File: src/sv/weighted_least_conn_select_defines.svh
// Assertion macros shared by the weighted least-connections selector.
`ifndef WEIGHTED_LEAST_CONN_SELECT_DEFINES_SVH
`define WEIGHTED_LEAST_CONN_SELECT_DEFINES_SVH

`ifndef SYNTHESIS

`define WLCS_ASSERT_SAME(label, clk, rst_n, ante, cons, msg) \
    label: assert property (@(posedge clk) disable iff (!rst_n) (ante) |-> (cons)) \
        else $error(msg);

`define WLCS_ASSERT_NEXT(label, clk, rst_n, ante, cons, msg) \
    label: assert property (@(posedge clk) disable iff (!rst_n) (ante) |=> (cons)) \
        else $error(msg);

`else

`define WLCS_ASSERT_SAME(label, clk, rst_n, ante, cons, msg)

`define WLCS_ASSERT_NEXT(label, clk, rst_n, ante, cons, msg)

`endif

`endif

File: src/sv/wlcs_pkg.sv
// Types, constants and helpers of the weighted least-connections selector.
package wlcs_pkg;

    localparam int BACKEND_COUNT_DEF = 64;
    localparam int ENTRY_CAP         = 64;
    localparam int ACT_W             = 2;
    localparam int IDX_W             = 6;
    localparam int CNT_CFG_W         = 7;
    localparam int WEIGHT_W          = 16;
    localparam int CONN_W            = 32;
    localparam int STATUS_W          = 2;
    localparam int PROD_W            = WEIGHT_W + CONN_W;

    typedef enum logic [ACT_W-1:0] {
        ACT_PICK       = 2'd0,
        ACT_RELEASE    = 2'd1,
        ACT_SET_WEIGHT = 2'd2,
        ACT_QUERY      = 2'd3
    } action_t;

    typedef enum logic [STATUS_W-1:0] {
        ST_OK           = 2'd0,
        ST_NO_ELIGIBLE  = 2'd1,
        ST_OUT_OF_RANGE = 2'd2
    } status_t;

    typedef enum logic [2:0] {
        S_IDLE,
        S_SCAN_MUL,
        S_SCAN_CMP,
        S_PICK_WR,
        S_ACCESS,
        S_RESP
    } state_t;

    typedef struct packed {
        logic [WEIGHT_W-1:0] weight;
        logic [CONN_W-1:0]   conns;
    } entry_t;

    function automatic logic [CONN_W-1:0] sat_inc(input logic [CONN_W-1:0] value);
        sat_inc = (value == {CONN_W{1'b1}}) ? value : value + {{(CONN_W-1){1'b0}}, 1'b1};
    endfunction

    function automatic logic [CONN_W-1:0] floor_dec(input logic [CONN_W-1:0] value);
        floor_dec = (value == '0) ? value : value - {{(CONN_W-1){1'b0}}, 1'b1};
    endfunction

endpackage

File: src/sv/wlcs_entry_mem.sv
// Backend entry memory (weight and count) with per-entry valid bits.
module wlcs_entry_mem #(
    parameter int DEPTH  = 64,
    parameter int ADDR_W = 6
) (
    input  logic                clk,
    input  logic                rst_n,
    input  logic                rd_en,
    input  logic [ADDR_W-1:0]   rd_addr,
    output wlcs_pkg::entry_t    rd_data,
    input  logic                wr_en,
    input  logic [ADDR_W-1:0]   wr_addr,
    input  wlcs_pkg::entry_t    wr_data
);
    import wlcs_pkg::*;

    entry_t             mem [0:DEPTH-1];
    entry_t             rd_q_reg;
    logic [DEPTH-1:0]   valid_reg;
    logic               rd_valid_reg;

    // Entries never written read as zero: weight zero, count zero.
    always_ff @(posedge clk) begin
        if (wr_en) begin
            mem[wr_addr] <= wr_data;
        end
        if (rd_en) begin
            rd_q_reg <= mem[rd_addr];
        end
    end

    always_ff @(posedge clk or negedge rst_n) begin
        if (!rst_n) begin
            valid_reg    <= '0;
            rd_valid_reg <= 1'b0;
        end
        else begin
            if (wr_en) begin
                valid_reg[wr_addr] <= 1'b1;
            end
            if (rd_en) begin
                rd_valid_reg <= valid_reg[rd_addr];
            end
        end
    end

    assign rd_data = rd_valid_reg ? rd_q_reg : '0;

endmodule

File: config.mk
export PLATFORM = sky130hd
export DESIGN_NAME = wlcs_entry_mem
export DESIGN_NICKNAME = d
export VERILOG_FILES = /design/src/sv/weighted_least_conn_select_defines.svh /design/src/sv/wlcs_pkg.sv /design/src/sv/wlcs_entry_mem.sv
export SDC_FILE = /design/constraint.sdc
export NUM_CORES = 2
export LEC_CHECK = 0
export ABC_CLOCK_PERIOD_IN_PS = 4200
export BUFFER_PORTS_ARGS = -buffer_cell sky130_fd_sc_hd__buf_2
export CELL_PAD_IN_SITES_DETAIL_PLACEMENT = 1
export CELL_PAD_IN_SITES_GLOBAL_PLACEMENT = 1
export CORE_MARGIN = 3
export CORE_UTILIZATION = 44
export CTS_CLUSTER_DIAMETER = 120
export DETAILED_ROUTE_END_ITERATION = 8
export PLACE_DENSITY_LB_ADDON = 0.1
export SYNTH_ARGS = -nofsm -noshare
export SYNTH_HDL_FRONTEND = slang
export SYNTH_SLANG_ARGS = --single-unit
File: constraint.sdc
create_clock -name clk -period 4.2 [get_ports clk]
set_input_delay 0 -clock clk [delete_from_list [all_inputs] [get_ports clk]]
set_output_delay 0 -clock clk [all_outputs]
set_load 0.005 [all_outputs]
==> flow_metrics.tcl <==
set metrics [dict create \
    yosysMostFrequentCell "edfxtp_1" \
    clock_sinks 3185 \
    worstPathMaxFanout 26 \
    reg2reg_slack_ns 1.67 \
    fin_crit_sh 0.610 \
    utilization 0.511 \
    dr.pass1.iters 5 \
    initial_core_util 0.444 \
    period_needed_ns 2.56 \
    clk_latency_ns 0.92 \
    hp-class "in -> reg" \
    peakVddDrop_mv 0.351 \
    largest_reg_flops 3072 \
    seqCellArea_sq_um 95300 \
    synth_edf_count 3120 \
    vias 56700 \
    die_w_microns 530 \
    fillerInstances 23100 \
    finalClockSkew_ns 0.0418 \
    drive_gt1_frac 0.338 \
    drtIter0Drc 6653 \
    gp_congestion 0.752 \
    syn_inst 4850 \
    routed_wl_microns 352000 \
    ys.warnings.count 0 \
    synth.top_cells.by_count "3120 x edfxtp_1, 959 x mux4_2, 124 x clkbuf_1" \
    remaining_drc_errors 0 \
    setup-violations-final 0 \
    cts_inserted_buffers 336 \
    grt_usage 0.251 \
    yosys.area.top_type "edfxtp_1" \
    synth.top_cell.area_share 0.776 \
    combPwrFrac 0.049 \
    nets 5411 \
    synthMuxAreaShare 0.182 \
    power_switching_mw 14.4 \
    clkPwrFrac 0.422 \
    clockRootBuffer "clkbuf_16" \
    core_area_sq_um 272000 \
    rsz0062_at_grt "false" \
    r2r-start "mem[19][35]" \
    cts_tree "yes" \
    setup_tns_ns 0 \
    tightest_slew_ns 1.21 \
    postRouteAntennaNets 0 \
    power.internal_mw 52.7 \
    clock_path_buffers 4 \
    path_clk_slew_ns 0.06 \
    htreeDepth 5 \
    grt_pass1_wl_microns 488000 \
    crit_path_start "rd_valid_reg" \
    die_y_microns 530 \
    synth_seq_cells 3185 \
    required_ns 4.20 \
    seqPwrFrac 0.529 \
    syn2layout_area_growth_pct 15.2 \
    grt_pass1_vias 58600 \
    slew_headroom 0.192 \
    synth_nets 4914 \
    netSwitchingFraction 0.214 \
    viasPerCell 6.17 \
    grt_max_degree 87 \
    post_drt_wl_per_cell_microns 38.3 \
    p_leak_nw 43.6 \
    cp.arrival_ns 2.56 \
    finalMaxSlewViolations 0 \
    avgSynthCellArea_sq_um 24.9 \
    max_freq_ghz 0.390 \
    synth-simple-area-share 0.0120 \
    multi_input_area_sq_um 24800 \
    netlist_area_sq_um 121000 \
    antenna_found_initial 20 \
    finalHoldViolCount 0 \
    die_area_sq_um 281000 \
    synth_compound_area_frac 0.00733 \
    outcome "complete, no violations" \
    p_per_area_nw_per_um2 483 \
    r2r-end "rd_q_reg[35]" \
    synth_top_family_by_area "multiplexers" \
    ys_seq_area_frac 0.789 \
    place_hpwl_microns 183000 \
    synth_fa_ha_area_frac 0 \
    ys_async_sr_fraction 0.0204 \
    synth_cell_types 32 \
    endpoint "rd_data[43]" \
    yosys-top-cells-area "edfxtp_1 78%, mux4_2 18%, dfrtp_1 1.3%" \
    r2r_cells 5 \
    path_class "reg -> out" \
    io_pins 112 \
    maxCapViolations 0 \
    endpoint_kind "output port" \
    io_buffer_count 111 \
    start_kind "register" \
    overflow 0 \
    synth-xor-area-share 0 \
    ys.flop_type "edfxtp_1" \
    rows 191 \
]
==> logic make-up (layout without fill, tap and decap cells) <==
| group | Yosys count | count (layout) |
|---|---|---|
| compound gates | 123 | 123 |
| other cells | 0 | 4 |
| flops | 3185 | 3185 |
| mux | 994 | 994 |
| simple gates | 289 | 289 |
| buf+inv | 259 | 1020 |
==> per-stage QoR <==
step / hold slack [ns] / setup slack [ns] / instance area (sq um) / instances / total power [mW]
finish: 0.110 / 1.64 / 139000 / 9185 / 67.1
global route: 0.0731 / 1.51 / 139000 / 9182 / 69.3
CTS: 0.0300 / 1.51 / 139000 / 9181 / 67.8
detailed placement: 0.250 / 1.11 / 128000 / 8518 / 39.5
global placement: 0.243 / 1.09 / 128000 / 8517 / 39.4
floorplan: -0.296 / 0.878 / 121000 / 4850 / 37.9
==> cell usage in the layout (no fill, tap or decap), types with 6 or more instances in the layout <==
cell type and count:
dlygate4sd3_1 61, clkbuf_1 88, buf_4 159, nor2_4 63, mux2i_1 29, a21oi_1 13, clkbuf_16 341, nand3_1 10
a211oi_1 13, or2_2 65, a22oi_1 80, dfrtp_1 64, nor2_1 12, mux4_2 959, clkinv_2 56, nor2b_1 8
clkinv_8 6, edfxtp_1 3120, o22ai_1 6, bufinv_16 16, inv_6 7, buf_2 106, clkinv_1 71, nand2_1 64
and2_1 51, mux2_2 6, buf_12 85
==> metal layers <==
metal	up-vias	routed length [microns]	GRT usage
met4	6	8220	0.0561
met2	1995	176000	0.417
met1	32100	147000	0.360
met3	506	20600	0.0322
met5	-	40	0
li1	22000	-	-
==> cell type report <==
| cell class | instances | area share |
|---|---|---|
| flip-flops and latches | 3185 | 0.685 |
| multi-input cells | 1406 | 0.178 |
| clock buffers | 432 | 0.0640 |
| well taps | 3570 | 0.0321 |
| repair buffers | 415 | 0.0295 |
| clock inverters | 170 | 0.0105 |
| inverters | 3 | 0.0000810 |
| diodes | 4 | 0.0000720 |
==> power groups by stage <==
stage               clock network, mW  registers (mW)  logic [mW]
floorplan                           0            36.0        1.89
global route                     30.2            35.5        3.53
finish                           28.3            35.5        3.30
global placement                    0            36.1        3.24
CTS                              28.9            35.5        3.37
detailed placement                  0            36.2        3.30
==> how the worst min path moves through the flow <==
stage,startpoint,to,slack [ns],depth (start not counted)
6_report,wr_addr[4],mem[52][0],0.11,5
5_1_grt,rd_addr[3],rd_q_reg[26],0.07,3
4_1_cts,rd_addr[1],rd_q_reg[41],0.03,4
3_5_place_dp,rst_n,valid_reg[58],0.25,2
3_3_place_gp,rst_n,valid_reg[58],0.24,2
2_1_floorplan,rst_n,rd_valid_reg,-0.30,0
==> critical path, stage by stage (launching register included) <==
cell	delay [ns]
dfrtp_4	0.92
buf_4	0.39
and2_1	0.16
buf_2	0.17
==> what timing repair did <==
action / in CTS / in global routing
setup buffers: 0 / 0
hold buffers: 61 / 0
hold endpoints to repair: 3301 / 0
resized for setup: 0 / 0
No activity file was read; power rests on OpenSTA's default activity.
