`config.mk`:
```
export PLATFORM = sky130hd
export DESIGN_NAME = wlcs_ratio_cmp
export DESIGN_NICKNAME = d
export VERILOG_FILES = /design/src/sv/weighted_least_conn_select_defines.svh /design/src/sv/wlcs_pkg.sv /design/src/sv/wlcs_ratio_cmp.sv
export SDC_FILE = /design/constraint.sdc
export NUM_CORES = 2
export LEC_CHECK = 0
export BUFFER_PORTS_ARGS = -buffer_cell sky130_fd_sc_hd__buf_4
export CORE_ASPECT_RATIO = 1.25
export CORE_MARGIN = 10
export CORE_UTILIZATION = 45
export CTS_CLUSTER_DIAMETER = 80
export DETAILED_ROUTE_END_ITERATION = 8
export PLACE_DENSITY = 0.71
export SLEW_MARGIN = 20
export SYNTH_ARGS = -nofsm -noshare
export SYNTH_HDL_FRONTEND = slang
export SYNTH_SLANG_ARGS = --single-unit
```
`constraint.sdc`:
```
create_clock -name clk -period 6.9 [get_ports clk]
set_input_delay 0 -clock clk [delete_from_list [all_inputs] [get_ports clk]]
set_output_delay 0 -clock clk [all_outputs]
set_load 0.05 [all_outputs]
```
`src/sv/weighted_least_conn_select_defines.svh`:
```
// Assertion macros shared by the weighted least-connections selector.
`ifndef WEIGHTED_LEAST_CONN_SELECT_DEFINES_SVH
`define WEIGHTED_LEAST_CONN_SELECT_DEFINES_SVH

`ifndef SYNTHESIS

`define WLCS_ASSERT_SAME(label, clk, rst_n, ante, cons, msg) \
    label: assert property (@(posedge clk) disable iff (!rst_n) (ante) |-> (cons)) \
        else $error(msg);

`define WLCS_ASSERT_NEXT(label, clk, rst_n, ante, cons, msg) \
    label: assert property (@(posedge clk) disable iff (!rst_n) (ante) |=> (cons)) \
        else $error(msg);

`else

`define WLCS_ASSERT_SAME(label, clk, rst_n, ante, cons, msg)

`define WLCS_ASSERT_NEXT(label, clk, rst_n, ante, cons, msg)

`endif

`endif

```
`src/sv/wlcs_pkg.sv`:
```
// Types, constants and helpers of the weighted least-connections selector.
package wlcs_pkg;

    localparam int BACKEND_COUNT_DEF = 64;
    localparam int ENTRY_CAP         = 64;
    localparam int ACT_W             = 2;
    localparam int IDX_W             = 6;
    localparam int CNT_CFG_W         = 7;
    localparam int WEIGHT_W          = 16;
    localparam int CONN_W            = 32;
    localparam int STATUS_W          = 2;
    localparam int PROD_W            = WEIGHT_W + CONN_W;

    typedef enum logic [ACT_W-1:0] {
        ACT_PICK       = 2'd0,
        ACT_RELEASE    = 2'd1,
        ACT_SET_WEIGHT = 2'd2,
        ACT_QUERY      = 2'd3
    } action_t;

    typedef enum logic [STATUS_W-1:0] {
        ST_OK           = 2'd0,
        ST_NO_ELIGIBLE  = 2'd1,
        ST_OUT_OF_RANGE = 2'd2
    } status_t;

    typedef enum logic [2:0] {
        S_IDLE,
        S_SCAN_MUL,
        S_SCAN_CMP,
        S_PICK_WR,
        S_ACCESS,
        S_RESP
    } state_t;

    typedef struct packed {
        logic [WEIGHT_W-1:0] weight;
        logic [CONN_W-1:0]   conns;
    } entry_t;

    function automatic logic [CONN_W-1:0] sat_inc(input logic [CONN_W-1:0] value);
        sat_inc = (value == {CONN_W{1'b1}}) ? value : value + {{(CONN_W-1){1'b0}}, 1'b1};
    endfunction

    function automatic logic [CONN_W-1:0] floor_dec(input logic [CONN_W-1:0] value);
        floor_dec = (value == '0) ? value : value - {{(CONN_W-1){1'b0}}, 1'b1};
    endfunction

endpackage

```
`src/sv/wlcs_ratio_cmp.sv`:
```
// Cross-multiplying load comparator: candidate is better when cc*wb < cb*wc.
module wlcs_ratio_cmp (
    input  logic                clk,
    input  logic                load,
    input  wlcs_pkg::entry_t    cand,
    input  wlcs_pkg::entry_t    best,
    output logic                less
);
    import wlcs_pkg::*;

    logic [PROD_W-1:0] prod_cand_reg;
    logic [PROD_W-1:0] prod_best_reg;

    always_ff @(posedge clk) begin
        if (load) begin
            prod_cand_reg <= {{WEIGHT_W{1'b0}}, cand.conns} * {{CONN_W{1'b0}}, best.weight};
            prod_best_reg <= {{WEIGHT_W{1'b0}}, best.conns} * {{CONN_W{1'b0}}, cand.weight};
        end
    end

    assign less = prod_cand_reg < prod_best_reg;

endmodule

```
==> metrics.txt <==
# TYPE chip_impl_metric gauge
chip_impl_info{name="cp-end-kind",value="flip-flop"} 1
chip_impl_metric{name="hold-worst-slack",unit="ps"} 81.5
chip_impl_metric{name="cts_max_path_buffers",unit=""} 2
chip_impl_metric{name="slew_headroom",unit="%"} 44.2
chip_impl_metric{name="number_of_max_slew_violations_in_the_final_report",unit=""} 0
chip_impl_metric{name="finalCriticalPeriod",unit="ps"} 6230
chip_impl_metric{name="gpl_congestion",unit=""} 0.866
chip_impl_metric{name="setup_viol",unit=""} 0
chip_impl_metric{name="num_rows",unit=""} 116
chip_impl_metric{name="cts.htree.levels",unit=""} 3
chip_impl_metric{name="synth-warning-count",unit=""} 0
chip_impl_metric{name="post_route_cells_drive_above_1_share",unit="%"} 3.48
chip_impl_metric{name="place.detailed.hpwl",unit="µm"} 69000
chip_impl_info{name="hold_path_end",value="prod_cand_reg[4]"} 1
chip_impl_info{name="hold_crit_path_type",value="input port to flip-flop"} 1
chip_impl_metric{name="yosysUniqueCellTypes",unit=""} 75
chip_impl_metric{name="buffer_ports.inserted",unit=""} 98
chip_impl_metric{name="cts_resized",unit=""} 0
chip_impl_metric{name="fmaxAchievable",unit="GHz"} 0.160
chip_impl_metric{name="mappedNetlistArea",unit="µm²"} 36500
chip_impl_info{name="grt_setup_unrepaired",value="false"} 1
chip_impl_metric{name="postLayoutCellArea",unit="µm²"} 38200
chip_impl_metric{name="route.detailed.wl_per_inst",unit="µm"} 17.1
chip_impl_metric{name="area_growth_syn_to_layout",unit="%"} 4.72
chip_impl_metric{name="grt.total_usage",unit="%"} 19.1
chip_impl_metric{name="detail_route.wirelength",unit="µm"} 85500
chip_impl_metric{name="detailedRoute.firstPassIterationCount",unit=""} 5
chip_impl_metric{name="dieHeight",unit="µm"} 338
chip_impl_metric{name="grt_overflow",unit=""} 0
chip_impl_metric{name="pin_count_of_the_biggest_net_entering_global_routing",unit=""} 70
chip_impl_metric{name="hold_violations",unit=""} 0
chip_impl_metric{name="coreArea",unit="µm²"} 80300
chip_impl_metric{name="max_cap_viol_count",unit=""} 0
chip_impl_metric{name="die_area",unit="µm²"} 92900
chip_impl_metric{name="grt_pass1_vias",unit=""} 28600
chip_impl_metric{name="cts-buffers-inserted",unit=""} 9
chip_impl_metric{name="ctsHoldBuffers",unit=""} 0
chip_impl_metric{name="cell_count_after_synthesis",unit=""} 4006
chip_impl_info{name="postSynth.topFlopCell",value="sky130_fd_sc_hd__edfxtp_1"} 1
chip_impl_metric{name="fin_crit_share",unit="%"} 90.3
chip_impl_info{name="setup.worst_path.class",value="input port to flip-flop"} 1
chip_impl_metric{name="route.vias.total",unit=""} 26000
chip_impl_metric{name="synth_sequential_area_ratio",unit="%"} 7.91
chip_impl_metric{name="critPathRequiredTime",unit="ps"} 7030
chip_impl_info{name="hold_path_startpoint",value="load"} 1
chip_impl_metric{name="hold_depth",unit=""} 1
chip_impl_metric{name="ios",unit=""} 99
chip_impl_metric{name="post_synthesis_net_count",unit=""} 5227
chip_impl_metric{name="synth_async_sr_flop_share",unit="%"} 0
chip_impl_metric{name="drt-vias-per-instance",unit=""} 5.19
chip_impl_metric{name="cts.sinks",unit=""} 96
chip_impl_metric{name="die-width",unit="µm"} 275
chip_impl_metric{name="grt_first_pass_wirelength",unit="µm"} 145000
chip_impl_metric{name="antenna_cells_inserted",unit=""} 0
chip_impl_metric{name="drc",unit=""} 0
chip_impl_metric{name="post-cts-setup-buffers",unit=""} 0
chip_impl_metric{name="yosys_register_bits",unit=""} 96
chip_impl_info{name="outcome",value="complete, no violations"} 1
chip_impl_metric{name="fillerInstances",unit=""} 7560
chip_impl_metric{name="fin_nets",unit=""} 5156
chip_impl_metric{name="worst_slew_pin_slew",unit="ps"} 837
chip_impl_info{name="root_buffer",value="sky130_fd_sc_hd__clkbuf_16"} 1
chip_impl_metric{name="post-route-worst-setup-slack",unit="ps"} 667
chip_impl_metric{name="post-place-ws",unit="ps"} 313
chip_impl_metric{name="setup-tns-final",unit="ps"} 0
chip_impl_metric{name="start_util",unit="%"} 45.4
chip_impl_metric{name="syn_area_per_cell",unit="µm²"} 9.10
chip_impl_info{name="clock_tree_from_tritoncts",value="yes"} 1
chip_impl_metric{name="largest_driver_fanout_on_the_critical_path",unit=""} 20
chip_impl_metric{name="antenna_found_initial",unit=""} 0
chip_impl_info{name="cp-start-kind",value="input port"} 1
chip_impl_metric{name="critPathArrivalTime",unit="ps"} 6370
chip_impl_metric{name="antenna_left",unit=""} 0
chip_impl_metric{name="clk_pin_slew",unit="ps"} 60
chip_impl_metric{name="post_dp_cell_area",unit="µm²"} 37900
chip_impl_metric{name="drt-initial-drc-count",unit=""} 1435
chip_impl_metric{name="synth_enable_flop_cells",unit=""} 96
[cells in the final DEF, fill, tap and decap left out, types with 4 or more instances in the layout]
cell,count
sky130_fd_sc_hd__inv_1,923
sky130_fd_sc_hd__fa_1,836
sky130_fd_sc_hd__nand2_1,661
sky130_fd_sc_hd__and2_1,438
sky130_fd_sc_hd__ha_1,287
sky130_fd_sc_hd__buf_4,103
sky130_fd_sc_hd__edfxtp_1,96
sky130_fd_sc_hd__a21oi_1,89
sky130_fd_sc_hd__a21o_1,78
sky130_fd_sc_hd__nor2_1,58
sky130_fd_sc_hd__xnor2_1,51
sky130_fd_sc_hd__o21ai_0,42
sky130_fd_sc_hd__xor2_1,31
sky130_fd_sc_hd__nand4_1,24
sky130_fd_sc_hd__nand3_1,18
sky130_fd_sc_hd__a31oi_1,14
sky130_fd_sc_hd__a211oi_1,13
sky130_fd_sc_hd__o21bai_1,13
sky130_fd_sc_hd__nand2b_1,13
sky130_fd_sc_hd__o21ai_1,11
sky130_fd_sc_hd__nor3_1,10
sky130_fd_sc_hd__and3_1,9
sky130_fd_sc_hd__o211ai_1,9
sky130_fd_sc_hd__nor2b_1,9
sky130_fd_sc_hd__o31ai_1,9
sky130_fd_sc_hd__o21a_1,9
sky130_fd_sc_hd__clkbuf_16,9
sky130_fd_sc_hd__or3_1,4
sky130_fd_sc_hd__and4_1,4
sky130_fd_sc_hd__a211o_1,4
[per-stage QoR]
step                      std cells  utilization [%]
after floorplan                4006                -
after global placement         4986             47.2
after detailed placement       4986             47.2
after CTS                      5002             47.6
after global routing           5002             47.6
final                          5002             47.6
[routing by layer]
layer	wire length, µm	vias up	GRT usage (%)
met5	0	-	0
met4	1430	0	4.12
met3	5770	110	2.90
met2	43000	847	33.0
met1	35300	13200	24.8
li1	-	11800	-
[critical path, stage by stage]
cell                       delay [ps]
sky130_fd_sc_hd__buf_4            260
sky130_fd_sc_hd__buf_4            210
sky130_fd_sc_hd__nand2_1           70
sky130_fd_sc_hd__fa_1             490
sky130_fd_sc_hd__inv_1             70
sky130_fd_sc_hd__fa_1             480
sky130_fd_sc_hd__fa_1             600
sky130_fd_sc_hd__fa_1             460
sky130_fd_sc_hd__fa_1             490
sky130_fd_sc_hd__inv_1             50
sky130_fd_sc_hd__fa_1             480
sky130_fd_sc_hd__inv_1             50
sky130_fd_sc_hd__ha_1             420
sky130_fd_sc_hd__and3_1           320
sky130_fd_sc_hd__and2_1           170
sky130_fd_sc_hd__nand4_1           70
sky130_fd_sc_hd__nand3_1          180
sky130_fd_sc_hd__o21ai_1          140
sky130_fd_sc_hd__o31ai_1          380
sky130_fd_sc_hd__o221ai_1         320
sky130_fd_sc_hd__a311o_1          380
sky130_fd_sc_hd__nor3_1           280
[cell type report]
| class | instances | area [µm²] | share of cell area [%] |
|---|---|---|---|
| clock inverter | 6 | 91.3 | 0.239 |
| timing repair buffer | 103 | 773 | 2.02 |
| multi-input combinational | 2801 | 29400 | 77.0 |
| clock buffer | 10 | 229 | 0.600 |
| sequential | 96 | 2880 | 7.55 |
| inverter | 924 | 3470 | 9.08 |
| tap | 1062 | 1330 | 3.48 |
[cell usage after synthesis, types with 10 or more instances]
| master | n | area [µm²] |
|---|---|---|
| sky130_fd_sc_hd__nand2_1 | 661 | 2480 |
| sky130_fd_sc_hd__a21oi_1 | 89 | 445 |
| sky130_fd_sc_hd__a31oi_1 | 14 | 87.6 |
| sky130_fd_sc_hd__inv_1 | 923 | 3460 |
| sky130_fd_sc_hd__a211oi_1 | 13 | 97.6 |
| sky130_fd_sc_hd__o21ai_1 | 11 | 55.1 |
| sky130_fd_sc_hd__a21o_1 | 78 | 586 |
| sky130_fd_sc_hd__nor2_1 | 58 | 218 |
| sky130_fd_sc_hd__nand4_1 | 24 | 150 |
| sky130_fd_sc_hd__edfxtp_1 | 96 | 2880 |
| sky130_fd_sc_hd__and2_1 | 438 | 2740 |
| sky130_fd_sc_hd__ha_1 | 287 | 3590 |
| sky130_fd_sc_hd__xnor2_1 | 51 | 447 |
| sky130_fd_sc_hd__clkbuf_1 | 180 | 676 |
| sky130_fd_sc_hd__o21bai_1 | 13 | 97.6 |
| sky130_fd_sc_hd__xor2_1 | 31 | 272 |
| sky130_fd_sc_hd__o21ai_0 | 42 | 210 |
| sky130_fd_sc_hd__nor3_1 | 10 | 50.1 |
| sky130_fd_sc_hd__fa_1 | 836 | 16700 |
| sky130_fd_sc_hd__nand3_1 | 18 | 90.1 |
| sky130_fd_sc_hd__nand2b_1 | 13 | 81.3 |
[logic make-up after synthesis]
family / synth area share (%)
simple gates: 16.8
fa+ha+maj: 55.7
buf+inv: 11.4
compound gates: 6.11
flops: 7.91
xor+xnor: 1.97
mux: 0.0858
[worst max path at each step]
| stage | slack, ps | from | to | depth (start not counted) |
|---|---|---|---|---|
| 5_1_grt | 350 | best[33] | prod_cand_reg[45] | 21 |
| 2_1_floorplan | 960 | best[39] | prod_cand_reg[45] | 23 |
| 3_5_place_dp | 310 | best[33] | prod_cand_reg[45] | 21 |
| 6_report | 670 | best[41] | prod_cand_reg[47] | 22 |
| 3_3_place_gp | 350 | best[41] | prod_cand_reg[47] | 22 |
| 4_1_cts | 660 | best[33] | prod_cand_reg[45] | 21 |
Power is left out: the tool's default activity adds up to more than one toggle a clock period on the data nets, which glitch-free logic cannot reach.
